**src/rtl/lms_pkg.sv**
```systemverilog
`timescale 1ns / 1ps
`default_nettype none
// ----------------------------------------------------------------------------
// lms_pkg
// Types, constants and helper functions of the lid motor sequencer.
// ----------------------------------------------------------------------------
package lms_pkg;

    // Width of the tick counters; counters saturate at their top value
    localparam int TICK_WIDTH = 16;
    localparam int LEN_WIDTH  = 16;
    localparam int CMP_WIDTH  = (TICK_WIDTH > LEN_WIDTH) ? TICK_WIDTH : LEN_WIDTH;
    localparam logic [TICK_WIDTH-1:0] TICK_MAX = {TICK_WIDTH{1'b1}};

    // Configuration port
    localparam int CFG_INDEX_WIDTH = 3;
    localparam int CFG_DATA_WIDTH  = 16;
    localparam int LEVEL_WIDTH     = 8;

    localparam logic [CFG_INDEX_WIDTH-1:0] REG_START_TICKS    = 3'd0;
    localparam logic [CFG_INDEX_WIDTH-1:0] REG_RUN_TIMEOUT    = 3'd1;
    localparam logic [CFG_INDEX_WIDTH-1:0] REG_BOUNCE_TICKS   = 3'd2;
    localparam logic [CFG_INDEX_WIDTH-1:0] REG_STOP_TICKS     = 3'd3;
    localparam logic [CFG_INDEX_WIDTH-1:0] REG_IDLE_TIMEOUT   = 3'd4;
    localparam logic [CFG_INDEX_WIDTH-1:0] REG_BATTERY_LOW    = 3'd5;
    localparam logic [CFG_INDEX_WIDTH-1:0] REG_ALARM_ON_TICKS = 3'd6;
    localparam logic [CFG_INDEX_WIDTH-1:0] REG_ALARM_OFF      = 3'd7;

    // Register reset values
    localparam logic [LEN_WIDTH-1:0]   RST_START_TICKS    = 16'd100;
    localparam logic [LEN_WIDTH-1:0]   RST_RUN_TIMEOUT    = 16'd350;
    localparam logic [LEN_WIDTH-1:0]   RST_BOUNCE_TICKS   = 16'd180;
    localparam logic [LEN_WIDTH-1:0]   RST_STOP_TICKS     = 16'd500;
    localparam logic [LEN_WIDTH-1:0]   RST_IDLE_TIMEOUT   = 16'd800;
    localparam logic [LEVEL_WIDTH-1:0] RST_BATTERY_LOW    = 8'd237;
    localparam logic [LEN_WIDTH-1:0]   RST_ALARM_ON_TICKS = 16'd50;
    localparam logic [LEN_WIDTH-1:0]   RST_ALARM_OFF      = 16'd500;

    // Samples below this floor never count as a low battery
    localparam logic [LEVEL_WIDTH-1:0] BATTERY_FLOOR = 8'd5;

    // Motor drive codes
    localparam logic [1:0] DRIVE_OFF   = 2'd0;
    localparam logic [1:0] DRIVE_OPEN  = 2'd1;
    localparam logic [1:0] DRIVE_CLOSE = 2'd2;

    typedef enum logic [3:0] {
        PH_POWERUP   = 4'd0,
        PH_IDLE      = 4'd1,
        PH_SLEEP     = 4'd2,
        PH_START     = 4'd3,
        PH_RUN       = 4'd4,
        PH_BOUNCE    = 4'd5,
        PH_STOP      = 4'd6,
        PH_ALARM_ON  = 4'd7,
        PH_ALARM_OFF = 4'd8
    } phase_t;

    typedef struct packed {
        logic [LEN_WIDTH-1:0]   start_ticks;
        logic [LEN_WIDTH-1:0]   run_timeout_ticks;
        logic [LEN_WIDTH-1:0]   bounce_ticks;
        logic [LEN_WIDTH-1:0]   stop_ticks;
        logic [LEN_WIDTH-1:0]   idle_timeout_ticks;
        logic [LEVEL_WIDTH-1:0] battery_low_level;
        logic [LEN_WIDTH-1:0]   alarm_on_ticks;
        logic [LEN_WIDTH-1:0]   alarm_off_ticks;
    } cfg_t;

    // Outcome of walking through the timed phases of a move in one tick
    typedef struct packed {
        logic                  finished;
        phase_t                phase;
        logic [TICK_WIDTH-1:0] count;
        logic [1:0]            drive;
    } walk_t;

    // A count has reached a length, or is saturated
    function automatic logic reached(input logic [TICK_WIDTH-1:0] count,
                                     input logic [LEN_WIDTH-1:0] len);
        return (CMP_WIDTH'(count) >= CMP_WIDTH'(len)) || (count == TICK_MAX);
    endfunction

    // Saturating increment
    function automatic logic [TICK_WIDTH-1:0] bump(input logic [TICK_WIDTH-1:0] count);
        return (count == TICK_MAX) ? count : count + TICK_WIDTH'(1);
    endfunction

    // Walk start, run, reverse pulse and pause; a reached phase hands over at once
    function automatic walk_t walk(input phase_t ph,
                                   input logic [TICK_WIDTH-1:0] count,
                                   input logic opening,
                                   input logic limit,
                                   input cfg_t cfg);
        walk_t      w;
        logic [1:0] fwd;
        logic [1:0] rev;
        fwd        = opening ? DRIVE_OPEN : DRIVE_CLOSE;
        rev        = opening ? DRIVE_CLOSE : DRIVE_OPEN;
        w.finished = 1'b0;
        w.phase    = ph;
        w.count    = count;
        w.drive    = DRIVE_OFF;
        if (w.phase == PH_START && reached(w.count, cfg.start_ticks))
        begin
            w.phase = PH_RUN;
            w.count = '0;
        end
        if (w.phase == PH_RUN && (limit || reached(w.count, cfg.run_timeout_ticks)))
        begin
            w.phase = PH_BOUNCE;
            w.count = '0;
        end
        if (w.phase == PH_BOUNCE && reached(w.count, cfg.bounce_ticks))
        begin
            w.phase = PH_STOP;
            w.count = '0;
        end
        if (w.phase == PH_STOP && reached(w.count, cfg.stop_ticks))
        begin
            w.finished = 1'b1;
            w.count    = '0;
        end
        else
        begin
            if (w.phase == PH_BOUNCE)
            begin
                w.drive = rev;
            end
            else if (w.phase != PH_STOP)
            begin
                w.drive = fwd;
            end
            w.count = bump(w.count);
        end
        return w;
    endfunction

endpackage
`default_nettype wire

```
**src/rtl/lid_motor_sequencer.sv**
```systemverilog
`timescale 1ns / 1ps
`default_nettype none
// ----------------------------------------------------------------------------
// lid_motor_sequencer
// Tick driven lid motor controller: toggle moves, sleep and battery alarm.
// ----------------------------------------------------------------------------
// Each input word is one time tick and yields exactly one result word that
// describes the state after that tick. The block takes one word per clock
// cycle while the output is not stalled: a word is captured in an input
// register, and the whole tick (all phase hand-overs of that tick included)
// is resolved by logic between that register and the result register, which
// holds the result word at the output.
// Configuration registers are written through cfg_we/cfg_index/cfg_data and
// must only change while the block holds no word in flight.
// ----------------------------------------------------------------------------
module lid_motor_sequencer
(
    input  wire logic        clk,
    input  wire logic        rst_n,

    input  wire logic        in_valid,
    output logic             in_stall,
    input  wire logic        button_pressed,
    input  wire logic        limit_reached,
    input  wire logic [7:0]  battery_level,

    output logic             out_valid,
    input  wire logic        out_stall,
    output logic [1:0]       motor_drive,
    output logic             lid_closed,
    output logic             asleep,
    output logic             battery_alarm,

    input  wire logic        cfg_we,
    input  wire logic [lms_pkg::CFG_INDEX_WIDTH-1:0] cfg_index,
    input  wire logic [lms_pkg::CFG_DATA_WIDTH-1:0]  cfg_data
);

    // Configuration
    lms_pkg::cfg_t cfg_reg;

    // Input stage
    logic                              in_valid_reg;
    logic                              btn_reg;
    logic                              lim_reg;
    logic [lms_pkg::LEVEL_WIDTH-1:0]   level_reg;

    // Sequencer state
    lms_pkg::phase_t                   phase_reg,   phase_next;
    logic [lms_pkg::TICK_WIDTH-1:0]    count_reg,   count_next;
    logic [lms_pkg::TICK_WIDTH-1:0]    idle_reg,    idle_next;
    logic                              closed_reg,  closed_next;
    logic                              opening_reg, opening_next;
    logic                              btn_prev_reg;
    logic                              sam_reg,     sam_next;
    logic [1:0]                        drive_next;

    // Output stage
    logic                              out_valid_reg;
    logic [1:0]                        drive_reg;
    logic                              closed_out_reg;
    logic                              asleep_reg;
    logic                              alarm_reg;

    logic advance;
    logic load;

    // Handshake: the tick resolves when the result register is free
    assign advance  = ~out_valid_reg | ~out_stall;
    assign load     = ~in_valid_reg | advance;
    assign in_stall = in_valid_reg & ~advance;

    // Configuration writes
    always_ff @(posedge clk or negedge rst_n)
    begin
        if (!rst_n)
        begin
            cfg_reg.start_ticks        <= lms_pkg::RST_START_TICKS;
            cfg_reg.run_timeout_ticks  <= lms_pkg::RST_RUN_TIMEOUT;
            cfg_reg.bounce_ticks       <= lms_pkg::RST_BOUNCE_TICKS;
            cfg_reg.stop_ticks         <= lms_pkg::RST_STOP_TICKS;
            cfg_reg.idle_timeout_ticks <= lms_pkg::RST_IDLE_TIMEOUT;
            cfg_reg.battery_low_level  <= lms_pkg::RST_BATTERY_LOW;
            cfg_reg.alarm_on_ticks     <= lms_pkg::RST_ALARM_ON_TICKS;
            cfg_reg.alarm_off_ticks    <= lms_pkg::RST_ALARM_OFF;
        end
        else if (cfg_we)
        begin
            unique case (cfg_index)
                lms_pkg::REG_START_TICKS:    cfg_reg.start_ticks        <= cfg_data;
                lms_pkg::REG_RUN_TIMEOUT:    cfg_reg.run_timeout_ticks  <= cfg_data;
                lms_pkg::REG_BOUNCE_TICKS:   cfg_reg.bounce_ticks       <= cfg_data;
                lms_pkg::REG_STOP_TICKS:     cfg_reg.stop_ticks         <= cfg_data;
                lms_pkg::REG_IDLE_TIMEOUT:   cfg_reg.idle_timeout_ticks <= cfg_data;
                lms_pkg::REG_BATTERY_LOW:
                    cfg_reg.battery_low_level <= cfg_data[lms_pkg::LEVEL_WIDTH-1:0];
                lms_pkg::REG_ALARM_ON_TICKS: cfg_reg.alarm_on_ticks     <= cfg_data;
                lms_pkg::REG_ALARM_OFF:      cfg_reg.alarm_off_ticks    <= cfg_data;
                default:                     cfg_reg.start_ticks        <= cfg_reg.start_ticks;
            endcase
        end
    end

    // Input register
    always_ff @(posedge clk or negedge rst_n)
    begin
        if (!rst_n)
        begin
            in_valid_reg <= 1'b0;
        end
        else if (load)
        begin
            in_valid_reg <= in_valid;
        end
    end

    always_ff @(posedge clk)
    begin
        if (load && in_valid)
        begin
            btn_reg   <= button_pressed;
            lim_reg   <= limit_reached;
            level_reg <= battery_level;
        end
    end

    // Next state: resolve every hand-over of one tick
    always_comb
    begin
        lms_pkg::phase_t                ph;
        logic [lms_pkg::TICK_WIDTH-1:0] c;
        logic [lms_pkg::TICK_WIDTH-1:0] idle;
        logic                           closed;
        logic                           opening;
        logic                           sam;
        logic                           edge_live;
        logic                           low;
        logic [1:0]                     drive;
        lms_pkg::walk_t                 w1;
        lms_pkg::walk_t                 w2;

        ph        = phase_reg;
        c         = count_reg;
        idle      = idle_reg;
        closed    = closed_reg;
        opening   = opening_reg;
        sam       = sam_reg;
        drive     = lms_pkg::DRIVE_OFF;
        edge_live = btn_reg & ~btn_prev_reg;
        low       = (level_reg <= cfg_reg.battery_low_level) &&
                    (level_reg >= lms_pkg::BATTERY_FLOOR);

        // power up check, and recovery from a code outside the phase list
        case (ph) inside
            lms_pkg::PH_POWERUP:
            begin
                c = '0;
                if (lim_reg)
                begin
                    ph = lms_pkg::PH_SLEEP;
                end
                else
                begin
                    opening = 1'b0;
                    sam     = 1'b1;
                    ph      = lms_pkg::PH_START;
                end
            end
            lms_pkg::PH_IDLE, lms_pkg::PH_SLEEP, lms_pkg::PH_START, lms_pkg::PH_RUN,
            lms_pkg::PH_BOUNCE, lms_pkg::PH_STOP, lms_pkg::PH_ALARM_ON,
            lms_pkg::PH_ALARM_OFF:
            begin
                ph = phase_reg;
            end
            default:
            begin
                ph = lms_pkg::PH_IDLE;
                c  = '0;
            end
        endcase

        // move already under way
        w1 = lms_pkg::walk(ph, c, opening, lim_reg, cfg_reg);
        if (ph == lms_pkg::PH_START || ph == lms_pkg::PH_RUN ||
            ph == lms_pkg::PH_BOUNCE || ph == lms_pkg::PH_STOP)
        begin
            if (w1.finished)
            begin
                closed = ~opening;
                idle   = '0;
                c      = '0;
                if (sam)
                begin
                    sam = 1'b0;
                    ph  = lms_pkg::PH_SLEEP;
                end
                else
                begin
                    ph = lms_pkg::PH_IDLE;
                end
            end
            else
            begin
                ph    = w1.phase;
                c     = w1.count;
                drive = w1.drive;
            end
        end

        // new press while idle or asleep
        if ((ph == lms_pkg::PH_IDLE || ph == lms_pkg::PH_SLEEP) && edge_live)
        begin
            edge_live = 1'b0;
            idle      = '0;
            c         = '0;
            if (low)
            begin
                ph = lms_pkg::PH_ALARM_ON;
            end
            else
            begin
                opening = closed;
                sam     = 1'b0;
                ph      = lms_pkg::PH_START;
            end
        end

        // move started by that press
        w2 = lms_pkg::walk(lms_pkg::PH_START, '0, opening, lim_reg, cfg_reg);
        if (ph == lms_pkg::PH_START && !edge_live && c == '0 && drive == lms_pkg::DRIVE_OFF)
        begin
            if (w2.finished)
            begin
                closed = ~opening;
                idle   = '0;
                ph     = lms_pkg::PH_IDLE;
            end
            else
            begin
                ph    = w2.phase;
                c     = w2.count;
                drive = w2.drive;
            end
        end

        // idle tick count toward sleep
        if (ph == lms_pkg::PH_IDLE)
        begin
            idle = lms_pkg::bump(idle);
            if (lms_pkg::reached(idle, cfg_reg.idle_timeout_ticks))
            begin
                ph = lms_pkg::PH_SLEEP;
                c  = '0;
            end
        end

        // alarm blink
        if (ph == lms_pkg::PH_ALARM_ON)
        begin
            if (c != '0 && lms_pkg::reached(c, cfg_reg.alarm_on_ticks))
            begin
                ph = lms_pkg::PH_ALARM_OFF;
                c  = '0;
            end
            else
            begin
                drive = lms_pkg::DRIVE_OPEN;
            end
            c = lms_pkg::bump(c);
        end
        else if (ph == lms_pkg::PH_ALARM_OFF)
        begin
            if (c != '0 && lms_pkg::reached(c, cfg_reg.alarm_off_ticks))
            begin
                ph    = lms_pkg::PH_ALARM_ON;
                c     = '0;
                drive = lms_pkg::DRIVE_OPEN;
            end
            c = lms_pkg::bump(c);
        end

        phase_next   = ph;
        count_next   = c;
        idle_next    = idle;
        closed_next  = closed;
        opening_next = opening;
        sam_next     = sam;
        drive_next   = drive;
    end

    // Sequencer state registers
    always_ff @(posedge clk or negedge rst_n)
    begin
        if (!rst_n)
        begin
            phase_reg    <= lms_pkg::PH_POWERUP;
            count_reg    <= '0;
            idle_reg     <= '0;
            closed_reg   <= 1'b1;
            opening_reg  <= 1'b0;
            btn_prev_reg <= 1'b0;
            sam_reg      <= 1'b0;
        end
        else if (in_valid_reg && advance)
        begin
            phase_reg    <= phase_next;
            count_reg    <= count_next;
            idle_reg     <= idle_next;
            closed_reg   <= closed_next;
            opening_reg  <= opening_next;
            btn_prev_reg <= btn_reg;
            sam_reg      <= sam_next;
        end
    end

    // Result register
    always_ff @(posedge clk or negedge rst_n)
    begin
        if (!rst_n)
        begin
            out_valid_reg <= 1'b0;
        end
        else if (advance)
        begin
            out_valid_reg <= in_valid_reg;
        end
    end

    always_ff @(posedge clk)
    begin
        if (advance && in_valid_reg)
        begin
            drive_reg      <= drive_next;
            closed_out_reg <= closed_next;
            asleep_reg     <= (phase_next == lms_pkg::PH_SLEEP);
            alarm_reg      <= (phase_next == lms_pkg::PH_ALARM_ON) ||
                              (phase_next == lms_pkg::PH_ALARM_OFF);
        end
    end

    // Outputs
    always_comb
    begin
        out_valid     = out_valid_reg;
        motor_drive   = drive_reg;
        lid_closed    = closed_out_reg;
        asleep        = asleep_reg;
        battery_alarm = alarm_reg;
    end

endmodule
`default_nettype wire

```
**config.mk**
```make
export PLATFORM = sky130hd
export DESIGN_NAME = lid_motor_sequencer
export DESIGN_NICKNAME = d
export VERILOG_FILES = /design/src/rtl/lms_pkg.sv /design/src/rtl/lid_motor_sequencer.sv
export SDC_FILE = /design/constraint.sdc
export NUM_CORES = 1
export LEC_CHECK = 0
export ABC_AREA = 0
export BUFFER_PORTS_ARGS = -buffer_cell sky130_fd_sc_hd__buf_2
export CAP_MARGIN = 20
export CELL_PAD_IN_SITES_DETAIL_PLACEMENT = 0
export CELL_PAD_IN_SITES_GLOBAL_PLACEMENT = 1
export CORE_MARGIN = 4
export CORE_UTILIZATION = 49
export DETAILED_ROUTE_END_ITERATION = 6
export GPL_TIMING_DRIVEN = 0
export PLACE_DENSITY = 0.85
export SYNTH_ARGS = -nofsm -noshare
export SYNTH_HDL_FRONTEND = slang
export SYNTH_SLANG_ARGS = --single-unit
```
**constraint.sdc**
```tcl
create_clock -name clk -period 22.9 [get_ports clk]
set_clock_uncertainty 0.15 [all_clocks]
set_input_delay 4.58 -clock clk [delete_from_list [all_inputs] [get_ports clk]]
set_output_delay 4.58 -clock clk [all_outputs]
set_load 0.005 [all_outputs]
```
== After elaboration in Yosys (flattened, before gate mapping) ==
Index checks and enable logic that the tools add are counted.

* Add/sub/neg operators: 5
* Order comparisons: 13
* Equal/unequal tests: 50
* Mux-type cells: 86
* Bitwise gates (word level): 11
* Reductions and logical operators: 48

{| class="wikitable"
|+ Operator list
! cell !! count
|-
| 2-to-1 mux 16 bit || 29
|-
| == test 16 bit (second input constant) || 12
|-
| greater-or-equal comparator 16 bit || 10
|-
| 2-to-1 mux 20 bit || 5
|-
| adder 16 x 1 -> 16 bit (second input constant) || 5
|-
| == test 4 x 3 -> 1 bit (second input constant) || 17
|-
| 2-to-1 mux 4 bit || 13
|-
| 2-to-1 mux 2 bit || 19
|-
| == test 4 x 2 -> 1 bit (second input constant) || 6
|-
| 2-to-1 mux 19 bit || 1
|-
| 2-to-1 mux 1 bit || 18
|-
| logical OR 1 bit || 17
|-
| greater-or-equal comparator 1 x 16 -> 1 bit (first input constant) || 1
|-
| logical AND 1 bit || 16
|-
| logical NOT 16 bit || 1
|-
| AND reduction 2 bit || 8
|-
| nonzero test 16 bit || 1
|-
| == test 3 bit (second input constant) || 4
|-
| == test 4 x 1 -> 1 bit (second input constant) || 3
|-
| == test 4 bit (second input constant) || 3
|-
| greater-or-equal comparator 8 x 3 -> 1 bit (second input constant) || 1
|-
| <= comparator 8 bit || 1
|-
| inequality test 4 x 3 -> 1 bit (second input constant) || 2
|-
| OR reduction 8 bit || 1
|-
| 10 further kinds || 19
|}

* Flip-flop bits (word level): 177
* Bits of input ports: 34
* Output and inout bits: 7
* Word-level logic and storage cells: 237

== Depth between registers and ports, before layout ==
Gate-level depths: netlist of the first run.

* Word-level depth: 48
* Gate-level depth with buffers: 93
* Depth with buffers taken out: 84

== Least setup slack after synthesis of the first run ==
Ideal clock, no wire load.

* Kind: flip-flop to flip-flop
* From: reg phase_reg[2]
* To: reg count_reg[1] (netlist bit)
* Setup time: 123 ps
* Arrival: 17805 ps
* Slack: 4822 ps
* Stages on the path, launching flop included: 92
* Buffers on the path: 11
* Period minus slack after synthesis: 18078 ps
* Cells stage by stage: dfrtp_1 -> buf_2 -> nor3_2 -> xnor2_2 -> clkbuf_1 -> buf_1 -> nand2_1 -> ha_1 -> nand2b_1 -> a211oi_1 -> nor3_1 -> o21ai_0 -> a21oi_2 -> buf_2 -> buf_1 -> nor2_1 -> ha_1 -> nand2_1 -> (+56 left out) -> a21o_1 -> a21o_1 -> a21oi_1 -> o21ai_0 -> a31oi_1 -> o21ai_0 -> a41o_2 -> and2_1 -> buf_4 -> a21oi_2 -> ha_1 -> inv_1 -> nor4_1 -> and3_1 -> a21bo_2 -> a2111oi_4 -> mux2_2 -> o221a_1

* Cells in the longest elaborated chain, start to end: 48
* Elaborated cells on any way between the ends: 120
* Those cells by class: 4 x add/sub; 7 x order compare; 32 x eq/ne; 49 x mux; 28 x reduce/logical

{| class="wikitable"
|+ RTL lines
! element !! RTL line !! source
|-
| from (decl) || lid_motor_sequencer.sv:49 || <nowiki>lms_pkg::phase_t phase_reg, phase_next;</nowiki>
|-
| from (signal assigned) || lid_motor_sequencer.sv:296 || <nowiki>phase_reg <= lms_pkg::PH_POWERUP;</nowiki>
|-
| from (signal assigned) || lid_motor_sequencer.sv:306 || <nowiki>phase_reg <= phase_next;</nowiki>
|-
| == test 4 x 1 -> 1 bit (no source line), or another cell as far along || n/a ||
|-
| OR reduction 8 bit || lid_motor_sequencer.sv:154 || <nowiki>case (ph) inside</nowiki>
|-
| 2-to-1 mux 16 bit (2 in a row) || lid_motor_sequencer.sv:154 ||
|-
| greater-or-equal comparator 16 bit / == test 16 bit (equally long branches) || lms_pkg.sv:81 || <nowiki>return (CMP_WIDTH'(count) >= CMP_WIDTH'(len)) || (count == TICK_MAX);</nowiki>
|-
| logical OR 1 bit || lms_pkg.sv:81 ||
|-
| logical AND 1 bit || lms_pkg.sv:104 || <nowiki>if (w.phase == PH_START && reached(w.count, cfg.start_ticks))</nowiki>
|-
| 2-to-1 mux 20 bit || lms_pkg.sv:104 ||
|-
| greater-or-equal comparator 16 bit / == test 16 bit (equally long branches) || lms_pkg.sv:81 ||
|-
| (+31 left out) || n/a ||
|-
| logical AND 1 bit || lid_motor_sequencer.sv:273 || <nowiki>if (c != '0 && lms_pkg::reached(c, cfg_reg.alarm_off_ticks))</nowiki>
|-
| 2-to-1 mux 16 bit || lid_motor_sequencer.sv:273 ||
|-
| 2-to-1 mux 16 bit || lid_motor_sequencer.sv:271 || <nowiki>else if (ph == lms_pkg::PH_ALARM_OFF)</nowiki>
|-
| 2-to-1 mux 16 bit || lid_motor_sequencer.sv:258 || <nowiki>if (ph == lms_pkg::PH_ALARM_ON)</nowiki>
|-
| adder 16 x 1 -> 16 bit / == test 16 bit (equally long branches) || lms_pkg.sv:86 || <nowiki>return (count == TICK_MAX) ? count : count + TICK_WIDTH'(1);</nowiki>
|-
| 2-to-1 mux 16 bit || lms_pkg.sv:86 ||
|-
| 2-to-1 mux 16 bit || lid_motor_sequencer.sv:271 ||
|-
| 2-to-1 mux 16 bit * || lid_motor_sequencer.sv:258 ||
|-
| to (signal assigned) || lid_motor_sequencer.sv:307 || <nowiki>count_reg <= count_next;</nowiki>
|-
| to (decl) || lid_motor_sequencer.sv:50 || <nowiki>logic [lms_pkg::TICK_WIDTH-1:0] count_reg, count_next;</nowiki>
|}

Mark *: on every way between the ends. The rest lies on a longest branch, timed or not. The select of a mux whose other input is x is not followed.
A chain may end at the register's enable or synchronous reset.

== Final worst setup path of the first run ==
Same ends and word-level chain as after synthesis.

==> results.json, run 1 <==
{
  "cts_tree": "yes",
  "grt-ovfl-total": 0,
  "grt_pass1_wl_mm": 75.6,
  "r2r-end": "count_reg[1]$_DFFE_PN0P_",
  "clk_pin_slew_ns": 0.08,
  "rrSetupSlack_ns": 0.94,
  "ant_nets": 0,
  "startpoint_type": "register",
  "setup_tns_ns": 0,
  "final_core_util_pct": 54.7,
  "critPathKind": "reg -> reg",
  "wirelength_mm": 48.8,
  "drt-initial-drc-count": 1309,
  "die_x_um": 176,
  "async_flop_share_pct": 91.5,
  "synth-seq-cells": 177,
  "wl_per_cell_um": 23.8,
  "synth_top_cell_by_area": "dfrtp_1",
  "layout_commonest_cell": "nand2_1",
  "viasPerCell": 6.32,
  "period_needed_ns": 21.96,
  "power.density_nw_per_um2": 131,
  "ir_worst_vdd_v": 0.0000545,
  "start_util_pct": 49.8,
  "holdBufCountCts": 0,
  "cp-end-kind": "register",
  "netlist_instances": 1598,
  "synth_edf_count": 15,
  "final_cell_mix": "nand2_1, inv_1, nor2_1",
  "post-synth-top-area-fraction_pct": 22.4,
  "arrival_ns": 22.14,
  "first_pass_iters": 6,
  "slew_violations": 0,
  "io_pins": 41,
  "drc_errors": 0,
  "tightest_slew_ns": 1.01,
  "timing.hold.worst_path_depth": 2,
  "grt_pass1_vias": 12700,
  "hold_path_class": "reg -> reg",
  "fmax_mhz": 45.5,
  "reg2reg_depth": 91,
  "relSlewSlack_pct": 32.5,
  "numPlacedInstances": 2014,
  "finalHoldViolations": 0,
  "areaGrowthSynthToFinish_pct": 9.89,
  "n_antenna_cell": 0,
  "htreeDepth": 4,
  "numCtsBuffers": 17,
  "setup-violations-final": 0,
  "cp_slowest_stage_delay_ns": 0.62,
  "p_leak_nw": 6.88,
  "io_buffers": 36,
  "yosysWarnings": 0,
  "place.gp.congestion": 1.03,
  "outcome": "complete, no violations",
  "hpwl_mm": 37.0,
  "synthFlopType": "dfrtp_1",
  "vias": 13000,
  "max_cap_violations": 0,
  "die_y_um": 176,
  "dieArea_um2": 31000,
  "yosys-top-cells-area": "dfrtp_1, ha_1, dfstp_2",
  "path_common_cell": "a21o_1",
  "fin_nets": 1816,
  "final_cell_count_no_fill": 2049,
  "min_to": "btn_prev_reg$_DFFE_PN0P_",
  "grt_use_total_pct": 31.8,
  "syn_avg_cell_area_um2": 8.67,
  "critPathRequiredTime_ns": 23.08,
  "clock_sinks": 177,
  "antenna_found_initial": 0,
  "rsz0062_at_grt": "false",
  "cpMaxStageDelayCell": "a2111oi_4",
  "post-route-period-util_pct": 95.9,
  "largest_reg_flops": 120,
  "yosysSeqAreaShare_pct": 32.8,
  "core_um2": 27900,
  "fin_total_pwr_mw": 2.00,
  "cp_max_fo": 13,
  "finalHoldWorstSlack_ns": 0.325,
  "netlist_area_um2": 13900,
  "cts-root-buf": "clkbuf_16",
  "drive_above_1_share_pct": 16.2,
  "synth_fp_nets": 1756,
  "grt_max_degree": 93,
  "hp-start": "btn_reg$_DFFE_PP_",
  "clkLatencyLatePin_ns": 0.46,
  "cts_buffer_depth": 2,
  "rows": 61,
  "synth.distinct_cells": 103,
  "r2r_start": "phase_reg[2]$_DFFE_PN0P_"
}
Yosys cell counts (28+ instances only):
cell	instances
nor2_1	141
ha_1	124
dfrtp_1	124
nand4_1	36
clkbuf_1	44
nor3_1	36
a21oi_1	49
mux2_2	66
inv_1	149
a21o_1	37
o21ai_0	113
nand3_1	48
nor4_1	28
nand2_1	180
dfstp_2	38
power by group:
part | total [mW] | internal [mW] | switching (mW)
sequential | 0.444 | 0.395 | 0.0487
combinational | 1.24 | 0.417 | 0.823
clock | 0.311 | 0.158 | 0.153
critical path, delay by kind of cell, from the launching register on:
kind	cells	cell delay (ns)
AO/OA/AOI/OAI	46	10.27
XOR/XNOR	1	0.31
adder cells (fa/ha/maj)	8	2.15
buffers and inverters	15	3.41
flip-flops	1	0.36
multiplexers	1	0.40
AND/OR/NAND/NOR	20	4.73
logic make-up (layout without fill, tap and decap cells):
group,count (synthesis),in the layout,share of synthesized area (%)
AND/OR/NAND/NOR,593,593,22.0
AO/OA/AOI/OAI,378,378,19.3
buffers and inverters,216,289,6.40
flip-flops,177,177,32.8
adder cells (fa/ha/maj),124,124,11.2
multiplexers,79,79,6.31
XOR/XNOR,31,31,2.01
worst max path at each step:
stage,startpoint,endpoint,slack (ns),cells after the start
floorplan,phase_reg[2]$_DFFE_PN0P_,count_reg[1]$_DFFE_PN0P_,4.82,91
global placement,phase_reg[2]$_DFFE_PN0P_,count_reg[1]$_DFFE_PN0P_,-0.75,91
detailed placement,phase_reg[2]$_DFFE_PN0P_,count_reg[1]$_DFFE_PN0P_,-0.61,91
CTS,phase_reg[2]$_DFFE_PN0P_,count_reg[1]$_DFFE_PN0P_,0.02,91
global route,phase_reg[2]$_DFFE_PN0P_,count_reg[4]$_DFFE_PN0P_,0.03,90
finish,phase_reg[2]$_DFFE_PN0P_,count_reg[1]$_DFFE_PN0P_,0.94,91
layer usage:
metal / part of all wire, % / global-route usage, % / vias up
met3: 8.8 / 6.25 / 146
met2: 44 / 48.4 / 666
met4: 4.3 / 12.7 / 0
met5: 0 / 0 / -
li1: - / - / 5903
met1: 43 / 44.7 / 6241
final cells by class:
| cell class | count | area (um2) |
|---|---|---|
| Fill cell | 2665 | 12600 |
| Multi-Input combinational cell | 1205 | 8450 |
| Sequential cell | 177 | 4550 |
| Inverter | 149 | 559 |
| Tap cell | 378 | 473 |
| Clock buffer | 17 | 425 |
| Buffer | 66 | 328 |
| Timing Repair Buffer | 42 | 255 |
| Clock inverter | 15 | 191 |
repair_timing:
| item | CTS | global route |
|---|---|---|
| endpoints found under the setup margin | 8 | 11 |
| gates resized for setup | 3 | 7 |
| pin swaps | 0 | 2 |
| setup buffers | 0 | 4 |
| gates cloned | 0 | 0 |
per-stage QoR:
stage                     instance area, um2  setup WS, ns
final                                  15200         0.942
after global routing                   15200        0.0336
after CTS                              15200        0.0211
after detailed placement               14600        -0.607
after global placement                 14500        -0.753
after floorplan                        13900          4.82
No activity file was read; power rests on OpenSTA's default activity.
==> run 2: changes to the inputs <==
- CORE_UTILIZATION: 49 -> 35
- PLACE_DENSITY: 0.85 -> 0.65
==> results.json, run 2 (synthesized netlist as in run 1, its figures left out) <==
{
  "numCtsBuffers": 17,
  "rsz0062_at_grt": "false",
  "n_antenna_cell": 0,
  "layout_commonest_cell": "nand2_1",
  "relSlewSlack_pct": 29.7,
  "max_cap_violations": 0,
  "cpMaxStageDelayCell": "a2111oi_4",
  "path_common_cell": "a21o_1",
  "fmax_mhz": 46.0,
  "dieArea_um2": 42800,
  "drt-initial-drc-count": 1103,
  "hpwl_mm": 39.9,
  "clock_sinks": 177,
  "ant_nets": 0,
  "critPathKind": "reg -> reg",
  "largest_reg_flops": 120,
  "p_leak_nw": 6.93,
  "io_pins": 41,
  "die_y_um": 207,
  "final_core_util_pct": 39.7,
  "core_um2": 38900,
  "place.gp.congestion": 0.993,
  "arrival_ns": 21.92,
  "final_cell_mix": "nand2_1, inv_1, nor2_1",
  "layout_setup_ws_ns": 1.18,
  "viasPerCell": 5.84,
  "start_util_pct": 35.6,
  "cp_slowest_stage_delay_ns": 0.64,
  "slew_violations": 0,
  "clkLatencyLatePin_ns": 0.47,
  "fin_nets": 1817,
  "drc_errors": 0,
  "areaGrowthSynthToFinish_pct": 11.6,
  "hold_path_class": "reg -> reg",
  "grt_pass1_vias": 12400,
  "period_needed_ns": 21.72,
  "drive_above_1_share_pct": 16.3,
  "clk_pin_slew_ns": 0.08,
  "tightest_slew_ns": 1.05,
  "cp_max_fo": 10,
  "htreeDepth": 4,
  "cts_buffer_depth": 2,
  "dpl_worst_slack_ns": -1.12,
  "vias": 12800,
  "grt_pass1_wl_mm": 79.8,
  "cts_tree": "yes",
  "io_buffers": 36,
  "cts-root-buf": "clkbuf_16",
  "outcome": "complete, no violations",
  "die_x_um": 207,
  "ir_worst_vdd_v": 0.0000751,
  "rows": 72,
  "grt_max_degree": 103,
  "finalHoldViolations": 0,
  "grt-ovfl-total": 0,
  "cp-end-kind": "register",
  "wl_per_cell_um": 23.9,
  "critPathRequiredTime_ns": 23.11,
  "first_pass_iters": 5,
  "grt_use_total_pct": 24.8,
  "startpoint_type": "register",
  "holdBufCountCts": 0,
  "wirelength_mm": 52.4,
  "antenna_found_initial": 1,
  "power.density_nw_per_um2": 132,
  "post-route-period-util_pct": 94.8,
  "setup-violations-final": 0
}
-- run 2: cell types whose count changed in the layout (fill, tap and decap cells not counted), sizes merged --
| cell | change |
|---|---|
| clkinv | -1 |
| clkbuf | +2 |
-- run 2: where the power goes --
group	switching [mW]	internal [mW]	leakage, nW
clock	0.157	0.164	0.309
sequential	0.0518	0.395	2.09
combinational	0.851	0.422	4.53
-- run 2: timing repair --
action / 4_1_cts / 5_1_grt
pin swaps: 0 / 2
endpoints found under the setup margin: 11 / 11
gates resized for setup: 6 / 11
buffers inserted: 0 / 5
-- run 2: final cells by class --
| class | count | area [um2] |
|---|---|---|
| clock inverters | 14 | 180 |
| inverters | 149 | 559 |
| multi-input cells | 1205 | 8490 |
| well taps | 518 | 648 |
| plain buffers | 67 | 333 |
| fillers | 4029 | 23500 |
| repair buffers | 42 | 255 |
| flip-flops and latches | 177 | 4550 |
| clock buffers | 18 | 450 |
-- run 2: critical path, delay by kind of cell (launching register included) --
family                   cells  cell delay, ns
AO/OA/AOI/OAI               46           10.02
XOR/XNOR                     1            0.29
adder cells (fa/ha/maj)      8            2.17
buffers and inverters       16            3.56
flip-flops                   1            0.36
multiplexers                 1            0.41
AND/OR/NAND/NOR             21            4.60
-- run 2: metrics by stage --
stage               setup TNS (ns)  hold slack (ns)  std cells  area, um2  power (mW)
global placement             -8.26            0.301       2152      14700        1.66
global route                     0            0.355       2190      15500        2.18
finish                           0            0.312       2190      15500        2.04
CTS                              0            0.314       2185      15400        2.01
floorplan                        0            0.282       1598      13900        1.26
detailed placement           -7.36            0.305       2153      14700        1.67
-- run 2: per-layer routing --
| layer | GRT usage [%] | part of all wire (%) | vias to the layer above |
|---|---|---|---|
| li1 | - | - | 5910 |
| met1 | 36.4 | 48 | 6343 |
| met2 | 38.4 | 44 | 459 |
| met3 | 3.70 | 5.8 | 84 |
| met4 | 6.40 | 2.4 | 0 |
| met5 | 0 | 0 | - |
-- run 2: path summary, 6_finish.rpt --
check | depth (start not counted) | slack, ns | endpoint | start
setup reg to reg | 93 | 1.18 | count_reg[1]$_DFFE_PN0P_ | phase_reg[2]$_DFFE_PN0P_
hold reg to reg | 2 | 0.31 | btn_prev_reg$_DFFE_PN0P_ | btn_reg$_DFFE_PP_
min in group asynchronous | 1 | 3.90 | phase_reg[3]$_DFFE_PN0P_ | rst_n
max in group asynchronous | 2 | 17.77 | cfg_reg[67]$_DFFE_PN0P_ | rst_n
setup / recovery | 93 | 1.18 | count_reg[1]$_DFFE_PN0P_ | phase_reg[2]$_DFFE_PN0P_
hold / removal | 2 | 0.31 | btn_prev_reg$_DFFE_PN0P_ | btn_reg$_DFFE_PP_
